==> config.mk <==
export PLATFORM = sky130hd
export DESIGN_NAME = pkh_front
export DESIGN_NICKNAME = d
export VERILOG_FILES = /design/src/hw/rtl/pkh_pkg.sv /design/src/hw/rtl/pkh_front.sv
export SDC_FILE = /design/constraint.sdc
export NUM_CORES = 1
export LEC_CHECK = 0
export BUFFER_PORTS_ARGS = -buffer_cell sky130_fd_sc_hd__buf_2
export CORE_MARGIN = 2
export CORE_UTILIZATION = 52
export DETAILED_ROUTE_END_ITERATION = 7
export GPL_ROUTABILITY_DRIVEN = 0
export GPL_TIMING_DRIVEN = 0
export PLACE_DENSITY = 0.88
export SKIP_LAST_GASP = 1
export SLEW_MARGIN = 25
export SYNTH_ARGS = -nofsm -noshare
export SYNTH_HDL_FRONTEND = slang
export SYNTH_SLANG_ARGS = --single-unit
==> constraint.sdc <==
create_clock -name clk -period 8.8 [get_ports clk]
set_input_delay 1.76 -clock clk [delete_from_list [all_inputs] [get_ports clk]]
set_output_delay 1.76 -clock clk [all_outputs]
set_load 0.05 [all_outputs]
==> src/hw/rtl/pkh_pkg.sv <==
// ----------------------------------------------------------------------------
// pkh_pkg
// Shared constants, status codes and types of the pointer-key hash map.
// ----------------------------------------------------------------------------
package pkh_pkg;

    localparam int TABLE_SLOTS  = 1024;
    localparam int SLOT_BITS    = $clog2(TABLE_SLOTS);
    localparam int CNT_BITS     = SLOT_BITS + 1;
    localparam int KEY_BITS     = 48;
    localparam int PAYLOAD_BITS = 64;
    localparam int LIMIT_BITS   = 10;
    localparam int STATUS_BITS  = 3;
    localparam int CMP_BITS     = ((CNT_BITS > LIMIT_BITS) ? CNT_BITS : LIMIT_BITS) + 1;
    localparam int ENTRY_BITS   = 1 + KEY_BITS + PAYLOAD_BITS;

    localparam logic [63:0] FIB_MULT = 64'h9E3779B97F4A7C15;
    localparam logic [LIMIT_BITS-1:0] LIMIT_RESET = LIMIT_BITS'(716);

    localparam logic FUNC_INSERT = 1'b0;
    localparam logic FUNC_LOOKUP = 1'b1;

    localparam logic [STATUS_BITS-1:0] ST_INSERTED  = 3'd0;
    localparam logic [STATUS_BITS-1:0] ST_DUPLICATE = 3'd1;
    localparam logic [STATUS_BITS-1:0] ST_FOUND     = 3'd2;
    localparam logic [STATUS_BITS-1:0] ST_NOT_FOUND = 3'd3;
    localparam logic [STATUS_BITS-1:0] ST_FULL      = 3'd4;

    typedef struct packed {
        logic                    func;
        logic [KEY_BITS-1:0]     key;
        logic [PAYLOAD_BITS-1:0] value;
        logic [SLOT_BITS-1:0]    home;
    } item_t;

    typedef struct packed {
        logic pop;
        logic clearing;
    } back_ctl_t;

endpackage

==> src/hw/rtl/pkh_front.sv <==
// ----------------------------------------------------------------------------
// pkh_front
// Input side: accepts transactions, hashes the key to its home slot and
// holds them in a two-entry queue for the probe engine.
// ----------------------------------------------------------------------------
module pkh_front (
    input  logic                             clk,
    input  logic                             rst_n,
    input  logic                             in_valid,
    output logic                             in_stall,
    input  logic                             func,
    input  logic [pkh_pkg::KEY_BITS-1:0]     key,
    input  logic [pkh_pkg::PAYLOAD_BITS-1:0] entry_value,
    input  pkh_pkg::back_ctl_t               ctl,
    output pkh_pkg::item_t                   head,
    output logic                             head_valid
);

    logic [1:0]     cnt_reg, cnt_next;
    pkh_pkg::item_t q0_reg, q0_next;
    pkh_pkg::item_t q1_reg, q1_next;
    pkh_pkg::item_t new_item;
    logic           push;

    logic [pkh_pkg::KEY_BITS+pkh_pkg::SLOT_BITS-1:0] key_ext;
    logic [pkh_pkg::SLOT_BITS-1:0]                   key_sh;
    logic [2*pkh_pkg::SLOT_BITS-1:0]                 prod;

    // only the low slot bits of the product matter, so a narrow multiply does
    assign key_ext = {{pkh_pkg::SLOT_BITS{1'b0}}, key};
    assign key_sh  = key_ext[3 +: pkh_pkg::SLOT_BITS];
    assign prod    = key_sh * pkh_pkg::FIB_MULT[pkh_pkg::SLOT_BITS-1:0];

    always_comb
    begin
        new_item.func  = func;
        new_item.key   = key;
        new_item.value = entry_value;
        new_item.home  = prod[pkh_pkg::SLOT_BITS-1:0];
    end

    assign in_stall   = (cnt_reg == 2'd2) || ctl.clearing;
    assign push       = in_valid && !in_stall;
    assign head       = q0_reg;
    assign head_valid = (cnt_reg != 2'd0);

    always_comb
    begin
        cnt_next = cnt_reg;
        q0_next  = q0_reg;
        q1_next  = q1_reg;
        if (ctl.pop)
        begin
            q0_next  = q1_reg;
            cnt_next = cnt_reg - 2'd1;
        end
        if (push)
        begin
            priority if (cnt_next == 2'd0)
            begin
                q0_next = new_item;
            end
            else
            begin
                q1_next = new_item;
            end
            cnt_next = cnt_next + 2'd1;
        end
    end

    always_ff @(posedge clk or negedge rst_n)
    begin
        if (!rst_n)
        begin
            cnt_reg <= 2'd0;
        end
        else
        begin
            cnt_reg <= cnt_next;
        end
    end

    always_ff @(posedge clk)
    begin
        q0_reg <= q0_next;
        q1_reg <= q1_next;
    end

endmodule

# ---- After elaboration in Yosys (flattened, before gate mapping)
# Cells that the tools add are included.
dict set report totals {
  ff_bits 248
  input_bits 118
  out_inout_bits 125
}
dict set report classes {
  eq_ne 1
  multipliers 1
  reduce_logical 6
  add_sub_neg 2
  bitwise_logic 1
  mux 5
}
# cell n
set op_table {}
lappend op_table {{two-way mux 123 bit} 3}
lappend op_table {{multiplier 10 x 5 -> 10 bit, second input constant} 1}
lappend op_table {{two-way mux 2 bit} 2}
lappend op_table {{adder 2 x 1 -> 2 bit, second input constant} 1}
lappend op_table {{== test 2 bit, second input constant} 1}
lappend op_table {{zero test 2 bit} 1}
lappend op_table {{AND reduction 2 bit} 1}
lappend op_table {{nonzero test 2 bit} 1}
lappend op_table {{subtractor 2 x 1 -> 2 bit, second input constant} 1}
lappend op_table {{logical AND 1 bit} 1}
lappend op_table {{zero test 1 bit} 1}
lappend op_table {{logical OR 1 bit} 1}
lappend op_table {{NOT 1 bit} 1}

# ---- Logic depth before layout (Yosys ltp)
dict set report logic_depth {
  depth_word 5
  mapped_depth 11
  ltp_nobuf 11
}

# ---- Least setup slack after synthesis
# Ideal clock, no wire load.
dict set report synth_path {
  path_kind {input-to-reg}
  start {in ctl[1] (netlist bit)}
  end {reg q1_reg[100] (netlist bit) (enable)}
  cell_stages 6
  setup_ns 0.617
  path_buffers 2
  arrival_ns 7.858
  setup_slack_ns 0.325
  t_required_ns 8.183
  cell_sequence {buf_2 -> buf_2 -> nand2_1 -> o21ai_0 -> ha_1 -> nor2b_1}
}
dict set report synth_between {
  elab_chain_len 4
}
# item line_no
set synth_rtl {}
lappend synth_rtl {{from (decl)} pkh_front.sv:14} ;# input pkh_pkg::back_ctl_t ctl,
lappend synth_rtl {{two-way mux 2 bit} pkh_front.sv:52} ;# if (ctl.pop)
lappend synth_rtl {{zero test 2 bit} pkh_front.sv:59} ;# priority if (cnt_next == 2'd0)
lappend synth_rtl {{NOT 1 bit (no line)} --}
lappend synth_rtl {{AND reduction 2 bit (no line)} --}
lappend synth_rtl {{to (signal assigned)} pkh_front.sv:86} ;# q1_reg <= q1_next;
lappend synth_rtl {{to (decl)} pkh_front.sv:21} ;# pkh_pkg::item_t q1_reg, q1_next;
# Every way passes these cells.
# A chain may end at the register's enable or synchronous reset.

# ---- Final worst setup path
dict set report layout_path {
  start {in ctl[0] (netlist bit)}
  end {out in_stall}
}
dict set report layout_between {
  elab_chain_len 1
}
# item line_no
set layout_rtl {}
lappend layout_rtl {{logical OR 1 bit} pkh_front.sv:42} ;# assign in_stall = (cnt_reg == 2'd2) || ctl.clearing;
lappend layout_rtl {{to (decl)} pkh_front.sv:10} ;# output logic in_stall,
# Every way passes these cells.

==> flow_summary_export.csv <==
group,metric,value,unit
outcome,status,"complete, no violations",
clock_tree,cts.path.max_buffers,3,
drt,route.met3.wl,1620,µm
sta,fin_ws,4.80,ns
sta,period_share,45.4,%
clock_tree,h-tree-depth,1,
drt,vias,6536,
final_layout,largest_reg_flops,123,
drt,drc_errors,0,
drt,dr.pass1.iters,5,
sta,tightest_slew,0.492,ns
critical_path,startpoint_type,"primary input",
min_path,hold_depth,2,
critical_path,critPathArrivalTime,2.24,ns
synth,syn_area,9300,µm²
final_layout,final_common_cell,"buf_2",
sta,skew,0.00739,ns
critical_path,worst-path-buf-inv,3,
sta,slew_violations,0,
drt,post_drt_wl_per_cell,17.1,µm
clock_tree,holdBufCountCts,0,
sta,setup_violations,0,
min_path,hold_end,"head[0]",
clock_tree,cts.sinks,246,
synth,synth_cell_types,32,
final_layout,final_cells,1247,
power,ir_drop,0.000229,V
clock_tree,clockRootBuffer,"clkbuf_16",
synth,ys_warn_count,0,
critical_path,r2r_start,"cnt_reg[0]",
global_route,grt_max_degree,24,
critical_path,worstPathCellList,"buf_2 > nor2_2 > inv_1 > buf_2",
clock_tree,path_clk_slew,0.06,ns
floorplanning,core_region_area,17400,µm²
synth,ys_seq_elements,246,
place,place_hpwl,15000,µm
critical_path,cp.required,7.04,ns
critical_path,cpMostUsedCell,"buf_2",
critical_path,crit_slowest_cell,"buf_2",
drt,met1_length,8770,µm
floorplanning,dieHeight,138,µm
drt,route.met2.wl,10300,µm
place,dp.cells,1199,
drt,ant_nets,0,
floorplanning,ios,243,
floorplanning,dieArea,19000,µm²
job,drv_cap,0,
global_route,grt_pass1_vias,6630,
final_layout,area_growth,26.6,%
place,place_ws,4.47,ns
critical_path,endpoint_kind,"primary output",
synth,syn_avg_cell_area,12.8,µm²
synth,syn-num-nets,868,
sta,period_needed,4.00,ns
synth,syn_inst,727,
final_layout,fin_util,67.6,%
floorplanning,die_w,138,µm
clock_tree,clock_latency,0.50,ns
critical_path,crit_family,"buffers and inverters",
drt,drtIter0Drc,345,
min_path,hold_start,"head[0]",
critical_path,rrSetupSlack,6.38,ns
global_route,gr-total-overflow,0,
critical_path,cp_max_fo,3,
synth,synth_top_area_share,39.1,%
global_route,grt_first_pass_wirelength,32700,µm
drt,routed_wl,21300,µm
sta,slew_headroom,67.2,%
global_route,grt_usage,21.9,%
clock_tree,cts_setup_buffers,0,
floorplanning,placementRows,48,
clock_tree,cts_tree,"done",
clock_tree,cts_made_buffers,25,
final_layout,nets,1142,
power,pwr_density_cell,354,nW/µm²
critical_path,slowest_delay,0.21,ns
critical_path,crit_type,"primary input to primary output",
final_layout,layout_common_cells,"buf_2, dfxtp_1, nand2_1, edfxtp_1, mux2i_1",
drt,routed.top_layer,"met5",
synth,ys_seq_area_share,66.1,%
sta,fmax,250,MHz
final_layout,drive_gt1_share,30.8,%
critical_path,ff2ff_path_depth,9,
critical_path,reg2reg_to,"q1_reg[12]",
drt,routed_via_density,5.24,
sta,grt_setup_unrepaired,"no",
synth,ys_top_cells_by_area,"edfxtp_1, dfxtp_1, mux2i_1",
power,p_leak,5.02,nW
place,io_buffer_count,241,
clock_tree,ctsResizeCount,0,
global_route,antenna_found_initial,4,
min_path,hold_class,"register to register",
floorplanning,start_util,53.4,%
sta,hold_viol_final,0,
synth,yosysTopAreaCell,"edfxtp_1",
## cell type report
class                           instances  area, µm²
Timing Repair Buffer                  247       1370
Clock inverter                          2       37.5
Multi-Input combinational cell        433       2900
Clock buffer                           42        761
Inverter                                8       30.0
Buffer                                 40        228
Antenna cell                            4       10.0
Tap cell                              225        282
Sequential cell                       246       6150
Fill cell                            1313       5650
## cell usage after synthesis
cell      count
mux2_2        1
o41ai_1       1
o21ai_1       8
buf_6         1
nor3_1        1
a211oi_1      1
nand4b_1      1
and3_4        1
fa_1          2
dfxtp_1     123
nand2b_1      5
nor2_1        4
edfxtp_1    121
nor2b_1       2
inv_1         8
buf_2        14
xnor2_1       9
o31ai_1       1
ha_1         21
or2_2         1
mux2i_1     119
and2_0        1
clkbuf_1     11
xor2_1        4
a21o_1        4
a21oi_1      10
o21ai_0     113
dfrtp_1       2
o21bai_1      1
nand2_1     121
nor2_2        1
buf_4        14
## per-stage QoR
step | power (mW) | TNS (ns) | hold slack, ns | area, µm²
after global placement | 3.12 | -351.13 | 0.455 | 10800
after floorplan | 2.76 | 0 | 0.485 | 9300
after global routing | 4.35 | 0 | 0.505 | 11800
final | 4.17 | 0 | 0.479 | 11800
after detailed placement | 3.17 | 0 | 0.465 | 11000
after CTS | 4.19 | 0 | 0.478 | 11800
## worst register-to-register path, cell delays in order (launching register included)
cell and delay [ns]:
dfrtp_1 0.36, inv_1 0.07, ha_1 0.28, nand2_1 0.06, o21ai_0 0.11, ha_1 0.28, nor2b_4 0.36, buf_16 0.22
buf_16 0.18, buf_16 0.19
## how the worst max path moves through the flow
stage,from,endpoint,cells past startpoint
2_1_floorplan,ctl[1],q1_reg[100],6
3_3_place_gp,ctl[1],q1_reg[100],6
3_5_place_dp,key[5],head[9],12
4_1_cts,ctl[0],in_stall,4
5_1_grt,ctl[0],in_stall,4
6_report,ctl[0],in_stall,4
## metal layers
layer	global-route usage (%)	vias up
met1	27.1	3103
met4	8.50	2
met5	0	-
met2	37.0	233
li1	-	3148
met3	5.52	50
## logic make-up (layout without fill, tap and decap cells)
group / Yosys count / in the layout / share of synthesized area [%]
buffers and inverters: 48 / 339 / 2.77
multiplexers: 120 / 120 / 12.9
flip-flops: 246 / 246 / 66.1
adder cells (fa/ha/maj): 23 / 23 / 3.26
AO/OA/AOI/OAI: 139 / 139 / 7.71
AND/OR/NAND/NOR: 138 / 138 / 5.99
XOR/XNOR: 13 / 13 / 1.22
other: 0 / 4 / 0
## power breakdown
part / leakage [nW] / internal [mW] / switching (mW)
Clock: 0.384 / 0.614 / 0.409
Sequential: 2.18 / 1.53 / 0.122
Combinational: 2.46 / 0.370 / 1.13
No activity file was read; power rests on OpenSTA's default activity.
